--- src/rtl/nte_pkg.sv ---
// ----------------------------------------------------------------------------
// Neighbor table engine package
// Table geometry, row and control types, and codes shared by the engine's
// cells, its sequencer and the top level.
// ----------------------------------------------------------------------------
package nte_pkg;

    // Table geometry
    localparam int TABLE_ROWS = 16;
    localparam int ID_BITS    = 16;
    localparam int DATA_BITS  = 64;
    localparam int STAMP_BITS = 32;
    localparam int IDX_BITS   = $clog2(TABLE_ROWS);
    localparam int CNT_BITS   = $clog2(TABLE_ROWS + 1);

    typedef logic [IDX_BITS-1:0]   t_idx;
    typedef logic [CNT_BITS-1:0]   t_cnt;
    typedef logic [ID_BITS-1:0]    t_id;
    typedef logic [DATA_BITS-1:0]  t_data;
    typedef logic [STAMP_BITS-1:0] t_stamp;

    // Timeout register value after reset
    localparam t_stamp STALE_TIMEOUT_RST = t_stamp'(1000);

    // Request function codes
    typedef enum logic [1:0] {
        FN_UPDATE = 2'd0,
        FN_SWEEP  = 2'd1,
        FN_READ   = 2'd2,
        FN_NOP    = 2'd3
    } t_func;

    // Response status codes
    typedef enum logic [1:0] {
        ST_REFRESH = 2'd0,
        ST_INSERT  = 2'd1,
        ST_REPLACE = 2'd2,
        ST_DONE    = 2'd3
    } t_status;

    // Per-cell command
    typedef enum logic [1:0] {
        CELL_HOLD,
        CELL_SHIFT,
        CELL_LOAD
    } t_cell_cmd;

    // Sequencer states
    typedef enum logic [2:0] {
        S_IDLE,
        S_SEARCH,
        S_WRITE,
        S_SWEEP,
        S_READ,
        S_RESP
    } t_state;

    // One table row
    typedef struct packed {
        t_id    id;
        t_data  data;
        t_stamp stamp;
    } t_row;

    // Sequencer to cell row control
    typedef struct packed {
        logic shift;   // cells at or above ptr take their upper neighbor
        logic load;    // cell at slot takes wr_row
        t_idx ptr;
        t_idx slot;
        t_row wr_row;  // key and tick of the request ride here too
    } t_tbl_ctrl;

    // Response assembled by the sequencer
    typedef struct packed {
        t_status status;
        t_idx    slot;
        t_cnt    row_count;
        t_cnt    removed;
        logic    rd_valid;
        t_row    rd_row;
    } t_result;

endpackage

--- src/rtl/nte_cell.sv ---
// ----------------------------------------------------------------------------
// Neighbor table cell
// Holds one table row. Each cycle it holds, takes its upper neighbor's row
// (compaction) or loads the write bus, and flags a key match and staleness.
// ----------------------------------------------------------------------------
module nte_cell (
    input  logic               i_clk,
    input  nte_pkg::t_cell_cmd i_cmd,
    input  nte_pkg::t_row      i_up,
    input  nte_pkg::t_row      i_wr,
    input  nte_pkg::t_stamp    i_timeout,
    output nte_pkg::t_row      o_row,
    output logic               o_match,
    output logic               o_stale
);

    nte_pkg::t_row   r_row;
    nte_pkg::t_row   n_row;
    nte_pkg::t_stamp w_age;

    // Row update
    always_comb begin
        case (i_cmd)
            nte_pkg::CELL_SHIFT: n_row = i_up;
            nte_pkg::CELL_LOAD:  n_row = i_wr;
            default:             n_row = r_row;
        endcase
    end

    always_ff @(posedge i_clk) begin
        r_row <= n_row;
    end

    // Local flags: key match and wrapped age against the timeout
    assign w_age   = i_wr.stamp - r_row.stamp;
    assign o_match = (r_row.id == i_wr.id);
    assign o_stale = (w_age > i_timeout);
    assign o_row   = r_row;

endmodule

--- config.mk ---
export PLATFORM = sky130hd
export DESIGN_NAME = nte_cell
export DESIGN_NICKNAME = d
export VERILOG_FILES = /design/src/rtl/nte_pkg.sv /design/src/rtl/nte_cell.sv
export SDC_FILE = /design/constraint.sdc
export NUM_CORES = 1
export LEC_CHECK = 0
export BUFFER_PORTS_ARGS = -buffer_cell sky130_fd_sc_hd__buf_2
export CAP_MARGIN = 20
export CORE_ASPECT_RATIO = 1.5
export CORE_MARGIN = 10
export CORE_UTILIZATION = 43
export DETAILED_ROUTE_END_ITERATION = 6
export PLACE_DENSITY_LB_ADDON = 0.15
export SLEW_MARGIN = 10
export SYNTH_ARGS = -nofsm -noshare
export SYNTH_HDL_FRONTEND = slang
export SYNTH_SLANG_ARGS = --single-unit
--- constraint.sdc ---
create_clock -name i_clk -period 5.6 [get_ports i_clk]
set_clock_uncertainty 0.2 [all_clocks]
set_input_delay 1.12 -clock i_clk [delete_from_list [all_inputs] [get_ports i_clk]]
set_output_delay 1.12 -clock i_clk [all_outputs]
set_load 0.02 [all_outputs]
==> impl_metrics.py <==
metrics = {
    "clocking": {
        "cts-buffers-inserted": 9,
        "cts.sinks": 112,
        "clk_pin_slew_ps": 80,
        "cts-root-buf": "clkbuf_16",
        "cts_tree": "done",
        "cts_max_level": 3,
        "clk_path_buf_depth": 2,
        "hold_buffers": 0,
    },
    "floorplanning": {
        "start_util_pct": 43.69,
        "io_pins": 373,
        "dieArea_sq_um": 23450,
        "core_sq_um": 17350,
        "fp-row-count": 59,
        "die_x_um": 128.4,
        "die_y_um": 182.6,
    },
    "run_status": {
        "status": "complete, but fails checks",
        "violations": "setup timing",
    },
    "yosys": {
        "netlist.area_leader.share_pct": 44.37,
        "yosysTopAreaCell": "edfxtp_1",
        "async_reset_ff_share_pct": 0,
        "synth_seq_area_share_pct": 44.37,
        "yosys-top-cells-area": "edfxtp_1 44%, mux2_2 17%, ha_1 11%",
        "syn_area_sq_um": 7580,
        "synth_edf_count": 112,
        "yosys_warnings": 0,
        "ys_ff_latch": 112,
        "ys.flop_type": "edfxtp_1",
        "synth_fp_nets": 972,
        "netlist_instances": 648,
        "avgSynthCellArea_sq_um": 11.70,
        "ys_types": 53,
        "synth_commonest_cells": "112 x edfxtp_1, 112 x mux2_2, 68 x inv_1",
    },
    "timing": {
        "period_minus_slack_ps": 5783,
        "setup_tns_ps": -183.4,
        "slew_headroom_pct": 44.81,
        "drv_slew": 0,
        "worstMarginPinSlew_ps": 827.8,
        "setup_viol": 1,
        "period_share_pct": 103.3,
        "rsz0062_at_grt": "yes",
        "fmax_ghz": 0.1729,
        "worst_slack_ps": -183.4,
        "hold_viol": 0,
    },
    "global_route": {
        "grt-ovfl-total": 0,
        "antenna_found_initial": 1,
        "grt_max_degree": 63,
        "grt_pass1_vias": 7370,
        "grt_usage_pct": 21.95,
        "grt_pass1_wl_um": 40130,
    },
    "cells_and_area": {
        "nets": 1414,
        "drive_above_1_share_pct": 55.53,
        "areaGrowthSynthToFinish_pct": 41.12,
        "largest_register_ffs": 112,
        "antenna_cells": 0,
    },
    "setup_path": {
        "worst-setup-path-type": "primary input to output port",
        "cp-start-kind": "primary input",
        "cp.required_ps": 4280,
        "cp_data_arrival_time_ps": 4460,
        "cp_max_fo": 2,
        "crit_path_end_kind": "output port",
    },
    "hold_path": {
        "hold_path.class": "primary input to flip-flop",
    },
    "route": {
        "drc": 0,
        "vias_per_cell": 5.084,
        "ant_nets": 0,
        "routedWlPerCell_um": 20.27,
        "drtIter0Drc": 237,
        "wirelength_um": 26510,
        "firstDrtPassIters": 4,
        "routed-via-count": 6650,
    },
    "place": {
        "dp_slack_ps": -424.1,
        "place_hpwl_um": 22620,
        "port_buffers": 372,
        "globalplace.congestion": 0.8797,
    },
    "power_and_ir_drop": {
        "powerDensity_nw_per_um2": 299.5,
        "p_leak_nw": 5.123,
        "peakVddDrop_v": 0.0001689,
    },
    "flow_run": {
        "maxCapViolCount": 0,
    },
}
==> critical path: stages <==
cell and delay (ps):
buf_8 100, inv_4 40, ha_4 120, inv_2 30, fa_2 330, a21o_1 200
a221oi_4 280, o2111ai_2 140, a41o_1 290, a21o_1 170, a21oi_2 150, xnor2_1 130
ha_1 260, a21o_1 180, a211oi_2 220, o211ai_1 120, a22oi_1 170, nand3_1 80
a21boi_2 160, buf_6 140
==> through the flow <==
| stage | power, mW | instance area (sq um) | utilization (%) | hold slack, ps | cells |
|---|---|---|---|---|---|
| after floorplan | 1.949 | 7584 | - | 1140 | 648 |
| after global placement | 2.472 | 10200 | 58.81 | 1221 | 1288 |
| after detailed placement | 2.487 | 10200 | 58.81 | 1224 | 1288 |
| after CTS | 3.204 | 10600 | 61.12 | 846.5 | 1306 |
| after global routing | 3.406 | 10700 | 61.66 | 846.6 | 1308 |
| final | 3.203 | 10700 | 61.66 | 860.8 | 1308 |
==> logic make-up after synthesis <==
kind of cell / synth area share [%]
xor+xnor: 5.084
mux: 16.64
compound gates: 12.13
fa+ha+maj: 10.83
flops: 44.37
simple gates: 6.719
buf+inv: 4.226
==> per-layer routing <==
metal	up-vias	global-route usage, %	part of all wire, %
met5	-	0	0.049
met4	2	5.149	1.4
met3	25	7.630	8.5
met2	233	40.95	54
met1	3101	22.50	36
li1	3289	-	-
==> where the power goes <==
| part | switching (mW) | internal (mW) |
|---|---|---|
| logic | 0.769 | 0.645 |
| registers | 0.0437 | 1.07 |
| clock network | 0.321 | 0.356 |
| total | 1.13 | 2.07 |
==> final timing paths <==
check | cells after the start | from | end
max | 20 | i_wr[0] | o_stale
min | 2 | i_wr[55] | o_row[55]
==> area by class of cell <==
| cell class | instances | area (sq um) |
|---|---|---|
| Clock buffer | 10 | 229.0 |
| Clock inverter | 6 | 77.57 |
| Fill cell | 1532 | 6651 |
| Inverter | 68 | 260.3 |
| Multi-Input combinational cell | 451 | 4044 |
| Sequential cell | 112 | 3363 |
| Tap cell | 213 | 266.5 |
| Timing Repair Buffer | 448 | 2456 |
==> cells in the final DEF, fill, tap and decap left out, types with 7 or more instances in the layout <==
| cell type | synthesis | final |
|---|---|---|
| xnor2_1 | 34 | 34 |
| nand3_1 | 16 | 15 |
| xor2_1 | 10 | 10 |
| a21o_1 | 33 | 33 |
| edfxtp_1 | 112 | 112 |
| nand2_1 | 19 | 19 |
| a21oi_2 | 1 | 8 |
| nor2_1 | 19 | 18 |
| o21ai_0 | 14 | 12 |
| nand4_1 | 11 | 11 |
| ha_1 | 64 | 62 |
| inv_1 | 68 | 65 |
| a21oi_1 | 36 | 29 |
| clkbuf_16 | 0 | 9 |
| buf_2 | 1 | 370 |
| nor3_1 | 7 | 7 |
| mux2_2 | 112 | 112 |
| buf_4 | 0 | 74 |
==> what timing repair did <==
action	CTS	global route
resized for setup	18	17
pin swaps	21	20
endpoints found under the setup margin	1	1
buffers inserted	2	2
No activity file was read; power rests on OpenSTA's default activity.
